[src/rtl/hfcm_pkg.sv]
`default_nettype none
package hfcm_pkg;

  localparam int COORD_BITS_DEF = 10;
  localparam int FIELD_COORD_W  = 10;
  localparam int RADIUS_SQ_W    = 22;
  localparam int HUE_SPAN_W     = 9;
  localparam int INTENSITY_W    = 8;
  localparam int CHAN_W         = 8;
  localparam int CFG_ADDR_W     = 5;
  localparam int CFG_DATA_W     = 32;
  localparam int NUM_STAGES     = 7;

  localparam int PROD_W = INTENSITY_W + HUE_SPAN_W;
  localparam int HUE_W  = PROD_W + 1;
  localparam int FRAC_W = 14;
  localparam int SUM_W  = 22;
  localparam int TQ_W   = SUM_W - 10;

  localparam logic [HUE_W-1:0]  FULL_Q    = HUE_W'(92160);
  localparam logic [HUE_W-1:0]  SECTOR_Q  = HUE_W'(15360);
  localparam logic [HUE_W-1:0]  HUE_ROUND = HUE_W'(127);
  localparam logic [SUM_W-1:0]  HALF_Q    = SUM_W'(7680);
  localparam logic [8:0]        RECIP_255 = 9'd257;
  localparam logic [12:0]       RECIP_15  = 13'd4369;
  localparam logic [CHAN_W-1:0] CHAN_MAX  = 8'd255;

  localparam logic [CHAN_W-1:0] MASK_RED   = 8'd64;
  localparam logic [CHAN_W-1:0] MASK_GREEN = 8'd64;
  localparam logic [CHAN_W-1:0] MASK_BLUE  = 8'd255;

  typedef enum logic [2:0] {
    REG_RING_CX   = 3'd0,
    REG_RING_CY   = 3'd1,
    REG_RING_R2   = 3'd2,
    REG_BOX_LEFT  = 3'd3,
    REG_BOX_BOT   = 3'd4,
    REG_BOX_WIDTH = 3'd5,
    REG_BOX_HGT   = 3'd6,
    REG_HUE_SPAN  = 3'd7
  } reg_idx_t;

  typedef struct packed {
    logic [FIELD_COORD_W-1:0] ring_cx;
    logic [FIELD_COORD_W-1:0] ring_cy;
    logic [RADIUS_SQ_W-1:0]   ring_r2;
    logic [FIELD_COORD_W-1:0] box_left;
    logic [FIELD_COORD_W-1:0] box_bottom;
    logic [FIELD_COORD_W-1:0] box_width;
    logic [FIELD_COORD_W-1:0] box_height;
    logic [HUE_SPAN_W-1:0]    hue_span;
  } cfg_t;

  localparam cfg_t CFG_RESET = '{
    ring_cx:    10'd250,
    ring_cy:    10'd250,
    ring_r2:    22'd35941,
    box_left:   10'd479,
    box_bottom: 10'd63,
    box_width:  10'd42,
    box_height: 10'd375,
    hue_span:   9'd220
  };

  typedef struct packed {
    logic [CHAN_W-1:0] red;
    logic [CHAN_W-1:0] green;
    logic [CHAN_W-1:0] blue;
  } rgb_t;

  typedef struct packed {
    rgb_t color;
    logic masked;
  } pix_out_t;

  function automatic logic [HUE_W-1:0] sector_base(input logic [2:0] sector);
    logic [HUE_W-1:0] base;
    unique case (sector)
      3'd0:    base = '0;
      3'd1:    base = SECTOR_Q;
      3'd2:    base = HUE_W'(30720);
      3'd3:    base = HUE_W'(46080);
      3'd4:    base = HUE_W'(61440);
      default: base = HUE_W'(76800);
    endcase
    return base;
  endfunction

endpackage
`default_nettype wire

[src/rtl/hfcm_if.sv]
`default_nettype none
interface hfcm_pix_if #(
  parameter int COORD_BITS = hfcm_pkg::COORD_BITS_DEF
);
  import hfcm_pkg::*;
  logic                   valid;
  logic                   ready;
  logic [COORD_BITS-1:0]  pixel_x;
  logic [COORD_BITS-1:0]  pixel_y;
  logic [INTENSITY_W-1:0] intensity;

  modport source (output valid, output pixel_x, output pixel_y, output intensity,
                  input ready);
  modport sink (input valid, input pixel_x, input pixel_y, input intensity,
                output ready);
endinterface

interface hfcm_rgb_if;
  import hfcm_pkg::*;
  logic              valid;
  logic              ready;
  logic [CHAN_W-1:0] red;
  logic [CHAN_W-1:0] green;
  logic [CHAN_W-1:0] blue;
  logic              masked;

  modport source (output valid, output red, output green, output blue, output masked,
                  input ready);
  modport sink (input valid, input red, input green, input blue, input masked,
                output ready);
endinterface
`default_nettype wire

[src/rtl/hfcm_regs.sv]
`default_nettype none
module hfcm_regs (
  input  wire logic                           clk,
  input  wire logic                           rst_n,
  input  wire logic                           psel,
  input  wire logic                           penable,
  input  wire logic                           pwrite,
  input  wire logic [hfcm_pkg::CFG_ADDR_W-1:0] paddr,
  input  wire logic [hfcm_pkg::CFG_DATA_W-1:0] pwdata,
  output      logic [hfcm_pkg::CFG_DATA_W-1:0] prdata,
  output      hfcm_pkg::cfg_t                 cfg
);
  import hfcm_pkg::*;

  cfg_t     cfg_r;
  cfg_t     cfg_nxt;
  reg_idx_t idx;
  logic     wr_en;

  assign idx   = reg_idx_t'(paddr[CFG_ADDR_W-1:2]);
  assign wr_en = psel && penable && pwrite;

  always_comb begin
    cfg_nxt = cfg_r;
    if (wr_en) begin
      unique case (idx)
        REG_RING_CX:   cfg_nxt.ring_cx    = pwdata[FIELD_COORD_W-1:0];
        REG_RING_CY:   cfg_nxt.ring_cy    = pwdata[FIELD_COORD_W-1:0];
        REG_RING_R2:   cfg_nxt.ring_r2    = pwdata[RADIUS_SQ_W-1:0];
        REG_BOX_LEFT:  cfg_nxt.box_left   = pwdata[FIELD_COORD_W-1:0];
        REG_BOX_BOT:   cfg_nxt.box_bottom = pwdata[FIELD_COORD_W-1:0];
        REG_BOX_WIDTH: cfg_nxt.box_width  = pwdata[FIELD_COORD_W-1:0];
        REG_BOX_HGT:   cfg_nxt.box_height = pwdata[FIELD_COORD_W-1:0];
        REG_HUE_SPAN:  cfg_nxt.hue_span   = pwdata[HUE_SPAN_W-1:0];
        default:       cfg_nxt = cfg_r;
      endcase
    end
  end

  always_ff @(posedge clk) begin
    if (!rst_n) begin
      cfg_r <= CFG_RESET;
    end else begin
      cfg_r <= cfg_nxt;
    end
  end

  always_comb begin
    unique case (idx)
      REG_RING_CX:   prdata = CFG_DATA_W'(cfg_r.ring_cx);
      REG_RING_CY:   prdata = CFG_DATA_W'(cfg_r.ring_cy);
      REG_RING_R2:   prdata = CFG_DATA_W'(cfg_r.ring_r2);
      REG_BOX_LEFT:  prdata = CFG_DATA_W'(cfg_r.box_left);
      REG_BOX_BOT:   prdata = CFG_DATA_W'(cfg_r.box_bottom);
      REG_BOX_WIDTH: prdata = CFG_DATA_W'(cfg_r.box_width);
      REG_BOX_HGT:   prdata = CFG_DATA_W'(cfg_r.box_height);
      REG_HUE_SPAN:  prdata = CFG_DATA_W'(cfg_r.hue_span);
      default:       prdata = '0;
    endcase
  end

  assign cfg = cfg_r;

endmodule
`default_nettype wire

[src/rtl/hfcm_hue.sv]
`default_nettype none
module hfcm_hue (
  input  wire logic                            clk,
  input  wire logic [5:0]                      en,
  input  wire logic [hfcm_pkg::HUE_SPAN_W-1:0]  hue_span,
  input  wire logic [hfcm_pkg::INTENSITY_W-1:0] intensity,
  output      hfcm_pkg::rgb_t                  color
);
  import hfcm_pkg::*;

  // stage 0: scaled product
  logic [PROD_W-1:0] p0_r, p0_nxt;
  // stage 1: coarse quotient by 255
  logic [PROD_W-1:0] p1_r;
  logic [HUE_W-1:0]  v1_r, v1_nxt;
  logic [8:0]        q1_r, q1_nxt;
  logic [HUE_W+8:0]  v1_prod;
  // stage 2: corrected hue
  logic [HUE_W-1:0]  hue2_r, hue2_nxt;
  logic [HUE_W-1:0]  rem2;
  // stage 3: sector and fraction
  logic [2:0]        sec3_r, sec3_nxt;
  logic [FRAC_W-1:0] frac3_r, frac3_nxt;
  logic [HUE_W-1:0]  hw3, fr3;
  // stage 4: scaled rise and fall
  logic [2:0]        sec4_r;
  logic [TQ_W-1:0]   tr4_r, tr4_nxt, tf4_r, tf4_nxt;
  logic [SUM_W-1:0]  sr4, sf4;
  logic [FRAC_W:0]   ff4;
  // stage 5: coarse quotient by 15
  logic [2:0]        sec5_r;
  logic [TQ_W-1:0]   tr5_r, tf5_r;
  logic [CHAN_W-1:0] qr5_r, qr5_nxt, qf5_r, qf5_nxt;
  logic [TQ_W+12:0]  pr5, pf5;
  // output of stage 5
  logic [TQ_W-1:0]   remr, remf;
  logic [CHAN_W-1:0] rise, fall;

  assign p0_nxt = PROD_W'(CHAN_MAX - intensity) * PROD_W'(hue_span);

  assign v1_nxt  = HUE_W'(p0_r) + HUE_ROUND;
  assign v1_prod = v1_nxt * RECIP_255;
  assign q1_nxt  = v1_prod[HUE_W+6:16];

  always_comb begin
    rem2     = v1_r - HUE_W'(q1_r) * HUE_W'(9'd255);
    hue2_nxt = HUE_W'(p1_r) + HUE_W'(q1_r) + HUE_W'(rem2 >= HUE_W'(255));
  end

  always_comb begin
    hw3 = (hue2_r >= FULL_Q) ? hue2_r - FULL_Q : hue2_r;
    priority if (hw3 >= sector_base(3'd5)) begin
      sec3_nxt = 3'd5;
    end else if (hw3 >= sector_base(3'd4)) begin
      sec3_nxt = 3'd4;
    end else if (hw3 >= sector_base(3'd3)) begin
      sec3_nxt = 3'd3;
    end else if (hw3 >= sector_base(3'd2)) begin
      sec3_nxt = 3'd2;
    end else if (hw3 >= sector_base(3'd1)) begin
      sec3_nxt = 3'd1;
    end else begin
      sec3_nxt = 3'd0;
    end
    fr3       = hw3 - sector_base(sec3_nxt);
    frac3_nxt = fr3[FRAC_W-1:0];
  end

  always_comb begin
    ff4     = (FRAC_W+1)'(SECTOR_Q) - (FRAC_W+1)'(frac3_r);
    sr4     = (SUM_W'(frac3_r) << 8) - SUM_W'(frac3_r) + HALF_Q;
    sf4     = (SUM_W'(ff4) << 8) - SUM_W'(ff4) + HALF_Q;
    tr4_nxt = sr4[SUM_W-1:10];
    tf4_nxt = sf4[SUM_W-1:10];
  end

  assign pr5     = tr4_r * RECIP_15;
  assign pf5     = tf4_r * RECIP_15;
  assign qr5_nxt = pr5[23:16];
  assign qf5_nxt = pf5[23:16];

  always_comb begin
    remr = tr5_r - TQ_W'(qr5_r) * TQ_W'(4'd15);
    remf = tf5_r - TQ_W'(qf5_r) * TQ_W'(4'd15);
    rise = qr5_r + CHAN_W'(remr >= TQ_W'(15));
    fall = qf5_r + CHAN_W'(remf >= TQ_W'(15));
    unique case (sec5_r)
      3'd0:    color = '{red: CHAN_MAX, green: rise,     blue: '0};
      3'd1:    color = '{red: fall,     green: CHAN_MAX, blue: '0};
      3'd2:    color = '{red: '0,       green: CHAN_MAX, blue: rise};
      3'd3:    color = '{red: '0,       green: fall,     blue: CHAN_MAX};
      3'd4:    color = '{red: rise,     green: '0,       blue: CHAN_MAX};
      default: color = '{red: CHAN_MAX, green: '0,       blue: fall};
    endcase
  end

  always_ff @(posedge clk) begin
    if (en[0]) begin
      p0_r <= p0_nxt;
    end
    if (en[1]) begin
      p1_r <= p0_r;
      v1_r <= v1_nxt;
      q1_r <= q1_nxt;
    end
    if (en[2]) begin
      hue2_r <= hue2_nxt;
    end
    if (en[3]) begin
      sec3_r  <= sec3_nxt;
      frac3_r <= frac3_nxt;
    end
    if (en[4]) begin
      sec4_r <= sec3_r;
      tr4_r  <= tr4_nxt;
      tf4_r  <= tf4_nxt;
    end
    if (en[5]) begin
      sec5_r <= sec4_r;
      tr5_r  <= tr4_r;
      tf5_r  <= tf4_r;
      qr5_r  <= qr5_nxt;
      qf5_r  <= qf5_nxt;
    end
  end

endmodule
`default_nettype wire

[src/rtl/hfcm_mask.sv]
`default_nettype none
module hfcm_mask #(
  parameter int COORD_BITS = hfcm_pkg::COORD_BITS_DEF
) (
  input  wire logic                  clk,
  input  wire logic [5:0]            en,
  input  wire hfcm_pkg::cfg_t        cfg,
  input  wire logic [COORD_BITS-1:0] pixel_x,
  input  wire logic [COORD_BITS-1:0] pixel_y,
  output      logic                  masked
);
  import hfcm_pkg::*;

  localparam int CW = COORD_BITS;
  localparam int EW = ((CW > FIELD_COORD_W) ? CW : FIELD_COORD_W) + 1;
  localparam int SW = 2 * CW;
  localparam int DW = ((SW + 1 > RADIUS_SQ_W) ? SW + 1 : RADIUS_SQ_W);

  logic signed [CW:0]    dx0_r, dx0_nxt, dy0_r, dy0_nxt;
  logic                  ob0_r, ob0_nxt;
  logic signed [SW+1:0]  dxp, dyp;
  logic [SW-1:0]         dx1_r, dy1_r;
  logic                  ob1_r;
  logic [DW-1:0]         d2;
  logic                  m2_r, m2_nxt;
  logic [2:0]            dly_r;
  logic [CW-1:0]         cx, cy, left, bottom;
  logic [EW-1:0]         right_e, top_e;

  always_comb begin
    cx      = CW'(cfg.ring_cx);
    cy      = CW'(cfg.ring_cy);
    left    = CW'(cfg.box_left);
    bottom  = CW'(cfg.box_bottom);
    dx0_nxt = $signed({1'b0, pixel_x}) - $signed({1'b0, cx});
    dy0_nxt = $signed({1'b0, pixel_y}) - $signed({1'b0, cy});
    right_e = EW'(left) + EW'(cfg.box_width);
    top_e   = EW'(bottom) + EW'(cfg.box_height);
    ob0_nxt = (pixel_x < left) || (EW'(pixel_x) > right_e) ||
              (pixel_y < bottom) || (EW'(pixel_y) > top_e);
  end

  assign dxp = dx0_r * dx0_r;
  assign dyp = dy0_r * dy0_r;

  assign d2     = DW'(dx1_r) + DW'(dy1_r);
  assign m2_nxt = (d2 > DW'(cfg.ring_r2)) && ob1_r;

  always_ff @(posedge clk) begin
    if (en[0]) begin
      dx0_r <= dx0_nxt;
      dy0_r <= dy0_nxt;
      ob0_r <= ob0_nxt;
    end
    if (en[1]) begin
      dx1_r <= dxp[SW-1:0];
      dy1_r <= dyp[SW-1:0];
      ob1_r <= ob0_r;
    end
    if (en[2]) begin
      m2_r <= m2_nxt;
    end
    if (en[3]) begin
      dly_r[0] <= m2_r;
    end
    if (en[4]) begin
      dly_r[1] <= dly_r[0];
    end
    if (en[5]) begin
      dly_r[2] <= dly_r[1];
    end
  end

  assign masked = dly_r[2];

endmodule
`default_nettype wire

[src/rtl/heatmap_false_color_mask_unit.sv]
`default_nettype none
// False-color heat map with mask. Each pixel transfer (coordinate plus 8-bit
// intensity) yields one RGB result: intensity maps to hue (255 - intensity) *
// hue_span / 255 degrees, converted at full saturation and value; pixels
// outside both the ring circle and the side rectangle come out as 64,64,255
// with masked set. One pixel per clock is accepted while the output is not
// held back; each result passes through the seven register stages before it
// is offered. Back-pressure on the output stalls only filled stages, so
// bubbles are squeezed out. Registers (APB, 32-bit, byte address 4*i):
// ring_center_x, ring_center_y, ring_radius_squared, box_left, box_bottom,
// box_width, box_height, hue_span.
// Write them only while the pipeline is empty.
module heatmap_false_color_mask_unit #(
  parameter int COORD_BITS = hfcm_pkg::COORD_BITS_DEF
) (
  input  wire logic                            clk,
  input  wire logic                            rst_n,
  hfcm_pix_if.sink                             in_ch,
  hfcm_rgb_if.source                           out_ch,
  input  wire logic                            cfg_psel,
  input  wire logic                            cfg_penable,
  input  wire logic                            cfg_pwrite,
  input  wire logic [hfcm_pkg::CFG_ADDR_W-1:0] cfg_paddr,
  input  wire logic [hfcm_pkg::CFG_DATA_W-1:0] cfg_pwdata,
  output      logic [hfcm_pkg::CFG_DATA_W-1:0] cfg_prdata,
  output      logic                            cfg_pready
);
  import hfcm_pkg::*;

  localparam int LAST = NUM_STAGES - 1;

  cfg_t                  cfg;
  rgb_t                  color;
  logic                  masked;
  logic [LAST:0]         vld_r, vld_nxt;
  logic [LAST:0]         en;
  pix_out_t              out_r, out_nxt;

  hfcm_regs u_regs (
    .clk     (clk),
    .rst_n   (rst_n),
    .psel    (cfg_psel),
    .penable (cfg_penable),
    .pwrite  (cfg_pwrite),
    .paddr   (cfg_paddr),
    .pwdata  (cfg_pwdata),
    .prdata  (cfg_prdata),
    .cfg     (cfg)
  );

  hfcm_hue u_hue (
    .clk       (clk),
    .en        (en[LAST-1:0]),
    .hue_span  (cfg.hue_span),
    .intensity (in_ch.intensity),
    .color     (color)
  );

  hfcm_mask #(
    .COORD_BITS (COORD_BITS)
  ) u_mask (
    .clk     (clk),
    .en      (en[LAST-1:0]),
    .cfg     (cfg),
    .pixel_x (in_ch.pixel_x),
    .pixel_y (in_ch.pixel_y),
    .masked  (masked)
  );

  always_comb begin
    en[LAST] = !vld_r[LAST] || out_ch.ready;
    for (int k = LAST - 1; k >= 0; k--) begin
      en[k] = !vld_r[k] || en[k+1];
    end
  end

  always_comb begin
    vld_nxt = vld_r;
    if (en[0]) begin
      vld_nxt[0] = in_ch.valid;
    end
    for (int k = 1; k <= LAST; k++) begin
      if (en[k]) begin
        vld_nxt[k] = vld_r[k-1];
      end
    end
  end

  always_comb begin
    out_nxt.masked = masked;
    if (masked) begin
      out_nxt.color = '{red: MASK_RED, green: MASK_GREEN, blue: MASK_BLUE};
    end else begin
      out_nxt.color = color;
    end
  end

  always_ff @(posedge clk) begin
    if (!rst_n) begin
      vld_r <= '0;
    end else begin
      vld_r <= vld_nxt;
    end
  end

  always_ff @(posedge clk) begin
    if (en[LAST]) begin
      out_r <= out_nxt;
    end
  end

  assign in_ch.ready   = en[0];
  assign out_ch.valid  = vld_r[LAST];
  assign out_ch.red    = out_r.color.red;
  assign out_ch.green  = out_r.color.green;
  assign out_ch.blue   = out_r.color.blue;
  assign out_ch.masked = out_r.masked;
  assign cfg_pready    = 1'b1;

  a_empty_ready: assert property (@(posedge clk) disable iff (!rst_n)
    !vld_r[LAST] |-> in_ch.ready)
    else $error("input stalled with empty output stage");

  a_advance: assert property (@(posedge clk) disable iff (!rst_n)
    (vld_r[LAST-1] && en[LAST]) |=> vld_r[LAST])
    else $error("result lost entering output stage");

  a_mask_color: assert property (@(posedge clk) disable iff (!rst_n)
    (out_ch.valid && out_ch.masked) |->
      (out_ch.red == MASK_RED && out_ch.green == MASK_GREEN && out_ch.blue == MASK_BLUE))
    else $error("masked pixel without mask color");

endmodule
`default_nettype wire

[src/flat_wrapper.sv]
// flat-port wrapper written by rule: the top's interface ports become plain ports
module heatmap_false_color_mask_unit_flat import hfcm_pkg::*;
#(
  parameter int COORD_BITS = hfcm_pkg::COORD_BITS_DEF
)
  (clk, rst_n, cfg_psel, cfg_penable, cfg_pwrite, cfg_paddr, cfg_pwdata, cfg_prdata, cfg_pready, in_ch_valid, in_ch_pixel_x, in_ch_pixel_y, in_ch_intensity, in_ch_ready, out_ch_valid, out_ch_red, out_ch_green, out_ch_blue, out_ch_masked, out_ch_ready);
  hfcm_pix_if #(.COORD_BITS(COORD_BITS)) in_ch_i ();
  hfcm_rgb_if out_ch_i ();
  input  wire logic clk;
  input  wire logic rst_n;
  input  wire logic cfg_psel;
  input  wire logic cfg_penable;
  input  wire logic cfg_pwrite;
  input  wire logic [hfcm_pkg::CFG_ADDR_W-1:0] cfg_paddr;
  input  wire logic [hfcm_pkg::CFG_DATA_W-1:0] cfg_pwdata;
  output      logic [hfcm_pkg::CFG_DATA_W-1:0] cfg_prdata;
  output      logic cfg_pready;
  input wire logic [$bits(in_ch_i.valid)-1:0] in_ch_valid;
  input wire logic [$bits(in_ch_i.pixel_x)-1:0] in_ch_pixel_x;
  input wire logic [$bits(in_ch_i.pixel_y)-1:0] in_ch_pixel_y;
  input wire logic [$bits(in_ch_i.intensity)-1:0] in_ch_intensity;
  output wire logic [$bits(in_ch_i.ready)-1:0] in_ch_ready;
  output wire logic [$bits(out_ch_i.valid)-1:0] out_ch_valid;
  output wire logic [$bits(out_ch_i.red)-1:0] out_ch_red;
  output wire logic [$bits(out_ch_i.green)-1:0] out_ch_green;
  output wire logic [$bits(out_ch_i.blue)-1:0] out_ch_blue;
  output wire logic [$bits(out_ch_i.masked)-1:0] out_ch_masked;
  input wire logic [$bits(out_ch_i.ready)-1:0] out_ch_ready;
  assign in_ch_i.valid = in_ch_valid;
  assign in_ch_i.pixel_x = in_ch_pixel_x;
  assign in_ch_i.pixel_y = in_ch_pixel_y;
  assign in_ch_i.intensity = in_ch_intensity;
  assign in_ch_ready = in_ch_i.ready;
  assign out_ch_valid = out_ch_i.valid;
  assign out_ch_red = out_ch_i.red;
  assign out_ch_green = out_ch_i.green;
  assign out_ch_blue = out_ch_i.blue;
  assign out_ch_masked = out_ch_i.masked;
  assign out_ch_i.ready = out_ch_ready;
  heatmap_false_color_mask_unit #(.COORD_BITS(COORD_BITS)) u_core (.clk(clk), .rst_n(rst_n), .in_ch(in_ch_i), .out_ch(out_ch_i), .cfg_psel(cfg_psel), .cfg_penable(cfg_penable), .cfg_pwrite(cfg_pwrite), .cfg_paddr(cfg_paddr), .cfg_pwdata(cfg_pwdata), .cfg_prdata(cfg_prdata), .cfg_pready(cfg_pready));
endmodule
[config.mk]
export PLATFORM = sky130hd
export DESIGN_NAME = heatmap_false_color_mask_unit_flat
export DESIGN_NICKNAME = d
export VERILOG_FILES = /design/src/rtl/hfcm_pkg.sv /design/src/rtl/hfcm_if.sv /design/src/rtl/hfcm_regs.sv /design/src/rtl/hfcm_hue.sv /design/src/rtl/hfcm_mask.sv /design/src/rtl/heatmap_false_color_mask_unit.sv /design/src/flat_wrapper.sv
export SDC_FILE = /design/constraint.sdc
export NUM_CORES = 2
export LEC_CHECK = 0
export BUFFER_PORTS_ARGS = -buffer_cell sky130_fd_sc_hd__buf_2
export CAP_MARGIN = 20
export CORE_MARGIN = 5
export CORE_UTILIZATION = 30
export DETAILED_ROUTE_END_ITERATION = 10
export SYNTH_ARGS = -nofsm -noshare
export SYNTH_HDL_FRONTEND = slang
export SYNTH_SLANG_ARGS = --single-unit
export TNS_END_PERCENT = 100
[constraint.sdc]
create_clock -name clk -period 9.45 [get_ports clk]
set_input_delay 0.945 -clock clk [delete_from_list [all_inputs] [get_ports clk]]
set_output_delay 0.945 -clock clk [all_outputs]
set_load 0.01 [all_outputs]
Word-level counts from Yosys, hierarchy flattened
Index checks and enable logic that the tools add are counted.
{ "totals": {"regBits": 357, "mem_bits_rw": 0, "mem_bits_ro": 0, "latch_bits": 0, "inputBits": 72, "memories": 0, "output_inout_bits": 60, "word_cells": 143} }
{ "classes": {"magnitude_cmp": 14, "n_mux": 9, "reduce_logical": 31, "div_mod_pow": 0, "shifts": 0, "multipliers": 9, "addsub": 21, "bitwise": 0, "eq_ne": 15} }
{ "ops": {"columns": ["op", "count"], "rows": [
  ["$pmux W32 S8", 1],
  ["$pmux W24 S5", 1],
  ["$pmux W14 S5", 1],
  ["$mul A12 B13 Y24 const B", 2],
  ["$add A22 B13 Y22 const B", 2],
  ["$mul A11 B11 Y20", 2],
  ["$ge A18 B16 Y1 const B", 2],
  ["$ge A18 B17 Y1 const B", 2],
  ["$mul A18 B9 Y25 const B", 1],
  ["$ge A12 B4 Y1 const B", 2],
  ["$mul A8 B4 Y12 const B", 2],
  ["$sub A12 B12 Y12", 2],
  ["$add A10 B10 Y11", 2],
  ["$gt A10 B11 Y1", 2],
  ["$gt A21 B22 Y1", 1],
  ["$sub A10 B10 Y11", 2],
  ["$sub A22 B14 Y22", 1],
  ["$sub A22 B15 Y22", 1],
  ["$add A20 B20 Y21", 1],
  ["$lt A10 B10 Y1", 2],
  ["$add A17 B7 Y18 const B", 1],
  ["$add A17 B9 Y18", 1],
  ["$add A18 B1 Y18", 1],
  ["$eq A3 B2 Y1 const B", 6],
  ["22 further kinds", 58]
]} }

Longest topological paths before layout
{ "logic_depth": {"word_depth": 11, "mapped_depth": 30, "mapped_depth_nobuf": 30} }

Cells and area by module
Synthesis repeated with hierarchy kept, for this count alone.
{ "hier_totals": {"hier_cells": 3855, "area_unflattened_um2": 37383.4} }
{ "modules_own_cells": {"columns": ["mod", "cells_each", "seq_area_each_um2", "instances", "area_each_um2"], "rows": [
  ["hfcm_hue", 1783, 4984.8, 1, 18277.5],
  ["hfcm_mask", 1459, 1981.9, 1, 13668.1],
  ["hfcm_regs", 529, 1821.7, 1, 4229.1],
  ["heatmap_false_color_mask_unit", 84, 890.9, 1, 1208.7]
]} }

Least setup slack after synthesis
No wires, ideal clock.
{ "synth_path": {"path_type": "reg2reg", "startpoint": "register u_core.u_hue.q1_r[7]", "endpoint": "register u_core.u_hue.hue2_r[16] (data pin)", "arrival_ns": 6.452, "stages_incl_launch_ff": 31, "slack_ns": 2.741, "period_less_slack_ns": 6.709, "n_path_buf": 0, "setup_time_ns": 0.258, "t_required_ns": 9.192, "path_cell_list": "edfxtp_1 inv_1 fa_1 inv_1 fa_1 inv_1 fa_1 inv_1 fa_1 inv_1 ha_1 nand3_1 a21oi_1 nand2b_1 a21oi_1 a31o_2 o311ai_0 a21oi_1 xnor2_1 nor4_1 fa_1 fa_1 nor2b_1 o21ai_0 a21boi_0 o21ai_0 a21boi_0 o21ai_0 a21oi_1 nand4_1 xnor2_1"} }
{ "synth_via": {"elab_chain_len": 4, "word_cells_on_any_way": 5, "cone_classes": "add/sub (3); mul (1); order compare (1)"} }
{ "synth_rtl": {"columns": ["item", "line", "text"], "rows": [
  ["start, declared", "hfcm_hue.sv:16", "logic [8:0] q1_r, q1_nxt;"],
  ["start signal, assigned", "hfcm_hue.sv:104", "q1_r <= q1_nxt;"],
  ["$mul A9 B8 Y17", "hfcm_hue.sv:46", "rem2 = v1_r - HUE_W'(q1_r) * HUE_W'(9'd255);"],
  ["$sub A18 B17 Y18", "hfcm_hue.sv:46", null],
  ["$ge A18 B8 Y1", "hfcm_hue.sv:47", "hue2_nxt = HUE_W'(p1_r) + HUE_W'(q1_r) + HUE_W'(rem2 >= HUE_W'(255));"],
  ["$add A18 B1 Y18 *", "hfcm_hue.sv:47", null],
  ["via u_core.u_hue.hue2_nxt[16]", "hfcm_hue.sv:19", "logic [HUE_W-1:0] hue2_r, hue2_nxt;"],
  ["end signal, assigned", "hfcm_hue.sv:107", "hue2_r <= hue2_nxt;"],
  ["end, declared", "hfcm_hue.sv:19", null]
]} }
The timed path passes the listed nets; every way through them passes the cells marked *.
A chain may end at the register's enable or synchronous reset.

Final worst setup path
{ "layout_path": {"startpoint": "register u_core.u_hue.q1_r[7]", "endpoint": "register u_core.u_hue.hue2_r[10] (data pin)"} }
Same word-level chain as after synthesis.

==> impl_metrics.yaml <==
yosys:
  avgSynthCellArea_um2: 9.76
  synth-seq-cells: 355
  synth_area_um2: 36700
  async_reset_ff_share_pct: 0
  synth_edf_count: 257
  synth_top_family_by_area: "adder cells"
  synth_compound_area_share_pct: 10.7
  synthXorXnorAreaFrac_pct: 5.53
  yosys.area_share.simple_pct: 12.1
  synthAdderAreaFrac_pct: 36.1
  muxShareOfSynthArea_pct: 0.832
  ys_types: 79
  ys_seq_area_share_pct: 26.4
  syn_inst: 3758
  ys_warn_count: 0
  synthFlopType: "edfxtp_1"
detailed_routing:
  wirelength_mm: 79.7
  drc: 0
  vias: 25200
  ant_nets: 0
  via_per_inst: 4.58
  drt-initial-drc-count: 1199
  wl_per_cell_um: 14.5
  first_pass_iters: 5
floorplan:
  placementRows: 128
  die_y_um: 360
  pin_count: 132
  dieArea_um2: 129000
  initial_core_util_pct: 30.1
  core_area_um2: 122000
  die_w_um: 360
placement:
  gp_congestion: 0.837
  io_buffer_count: 108
  dp_hpwl_mm: 64.3
  pre_cts_ws_ns: 1.51
clock_tree:
  cts_resized: 0
  cts-root-buf: "clkbuf_16"
  h-tree-depth: 2
  worstSkewPairLatency_ns: 0.61
  cts_tree: "built"
  cts_setup_buffers: 0
  cts_hold_buf: 0
  clock-sinks: 355
  clockBufferDepth: 3
  cts_buffers: 43
  path_clk_slew_ns: 0.06
critical_path:
  slowest_stage: "nor4_1"
  crit_path_start: "u_core.u_hue.q1_r[7]"
  path_buf_inv: 5
  worst_setup_path_end_kind: "register"
  cp_top_family: "adder cells"
  crit_fanout: 6
  cpPeakStageDelay_ns: 0.63
  path_class: "register to register"
  cp.required_ns: 9.77
  critical_path_arrival_ns: 8.22
  cp-start-kind: "register"
  path_common_cell: "fa_1"
  regToRegStartpoint: "u_core.u_hue.q1_r[7]"
global_routing:
  grt_pass1_wl_mm: 132
  grt_remaining_overflow: 0
  grt_usage_pct: 12.2
  grt_pass1_vias: 25500
  antenna_found_initial: 10
  grt_max_degree: 99
timing:
  hold_ws_ns: 0.432
  rsz0062_at_grt: "no"
  maxSlewViolCount: 0
  max_freq_mhz: 127
  skew_ns: 0.0422
  setup_ws_ns: 1.55
  tightest_slew_ns: 1.05
  hold_violations: 0
  setup_tns_ns: 0
  period_minus_slack_ns: 7.90
  maxSlewHeadroom_pct: 30.0
  fin_crit_sh_pct: 83.6
  setup_viol: 0
min_path:
  hold_class: "register to register"
  min_from: "u_core.u_hue.sec4_r[1]"
finish:
  nNetsFinal: 4756
  drive_above_1_share_pct: 6.05
  n_fill_cell: 12500
  synthToLayoutAreaGrowth_pct: 10.5
flow_run:
  cap_viol_max_count: 0
status:
  outcome: "finished clean"
==> synthesized netlist by cell type (17+ instances only) <==
cell,number,area [um2]
o211ai_1,38,285
fa_1,347,6950
a221oi_1,19,166
nor2b_1,76,475
o21a_1,31,233
or2_2,19,119
edfxtp_1,257,7720
nand2_1,297,1110
and2_1,89,557
nand4_1,19,119
xor2_1,49,429
o21ai_0,104,521
a21oi_1,152,761
inv_1,700,2630
clkbuf_1,71,267
mux2i_1,17,170
a21o_1,48,360
nand2b_1,79,494
ha_1,503,6290
and3_1,21,131
a211oi_1,18,135
nor3_1,47,235
o21bai_1,21,158
dfxtp_1,98,1960
a21boi_0,64,480
nand3_1,55,275
nor2_1,161,604
xnor2_1,180,1580
==> state kept, by name (all words and copies together) (netlist names), 9 cells and up <==
signal	flops
u_core.u_hue.v1_r	18
u_core.u_hue.frac3_r	14
u_core.u_regs.cfg	91
u_core.u_hue.p1_r	17
u_core.u_mask.dy0_r	11
u_core.u_mask.dx0_r	11
u_core.u_hue.p0_r	17
u_core.u_hue.tf5_r	12
u_core.u_hue.tr5_r	12
u_core.u_hue.q1_r	9
u_core.u_hue.hue2_r	18
u_core.u_hue.tf4_r	12
u_core.u_mask.dx1_r	19
u_core.u_mask.dy1_r	19
u_core.u_hue.tr4_r	12
==> worst paths after layout <==
path,to,cells past startpoint,slack [ns]
setup / recovery,u_core.u_hue.hue2_r[10],30,1.55
hold / removal,u_core.u_hue.sec5_r[1],0,0.43
setup reg to reg,u_core.u_hue.hue2_r[10],30,1.55
hold reg to reg,u_core.u_hue.sec5_r[1],0,0.43
==> logic make-up (layout without fill, tap and decap cells) <==
| group | Yosys count | count (layout) |
|---|---|---|
| adder cells (fa/ha/maj) | 850 | 850 |
| XOR/XNOR | 230 | 230 |
| AND/OR/NAND/NOR | 906 | 906 |
| flip-flops | 355 | 355 |
| AO/OA/AOI/OAI | 597 | 597 |
| other | 2 | 18 |
| buffers and inverters | 793 | 895 |
| multiplexers | 25 | 25 |
==> metal layers <==
layer	wire [um]	GRT usage, %	up-vias
li1	-	-	12600
met1	36800	16.7	12100
met2	37600	20.7	464
met3	3650	1.84	94
met4	1560	2.65	6
met5	39	0	-
==> through the flow <==
step	cell area, um2	utilization (%)	instances
2_1_floorplan	36700	-	3767
3_3_place_gp	38900	32.0	5412
3_5_place_dp	38900	32.0	5412
4_1_cts	40500	33.3	5492
5_1_grt	40500	33.3	5497
6_report	40500	33.3	5501
==> cells in the final DEF, fill, tap and decap left out, drive strengths merged, types with 8 or more instances in the layout <==
cell | Yosys | final
o21bai | 21 | 21
xnor2 | 180 | 180
o2111ai | 8 | 8
nand2b | 79 | 79
a21oi | 154 | 154
nor2b | 76 | 76
nand4 | 19 | 19
clkbuf | 79 | 55
edfxtp | 257 | 257
a211oi | 18 | 18
mux2i | 17 | 17
inv | 700 | 707
a21boi | 64 | 64
fa | 347 | 347
and2 | 91 | 91
dfxtp | 98 | 98
nor3 | 47 | 47
nor2 | 161 | 161
a31oi | 15 | 15
conb | 2 | 11
nand3 | 55 | 55
xor2 | 49 | 49
ha | 503 | 503
o211ai | 38 | 38
a221oi | 20 | 20
nor4 | 11 | 11
o21ai | 107 | 107
and3 | 22 | 22
buf | 14 | 115
or2 | 19 | 19
nand2 | 297 | 297
o22ai | 15 | 15
or3 | 14 | 14
o21a | 31 | 31
a21o | 48 | 48
clkinv | 0 | 11
==> cell type report <==
class,instances,area [um2],share of cell area [%]
sequential,355,9680,23.9
inverter,700,2630,6.49
clock buffer,55,1200,2.97
tap,1625,2030,5.02
antenna,7,17.5,0.0432
timing repair buffer,115,616,1.52
multi-input combinational,2619,24000,59.3
clock inverter,25,339,0.837
Power is not shown: default switching activity piles up to over one toggle a cycle in this logic, so the estimate is an artifact.
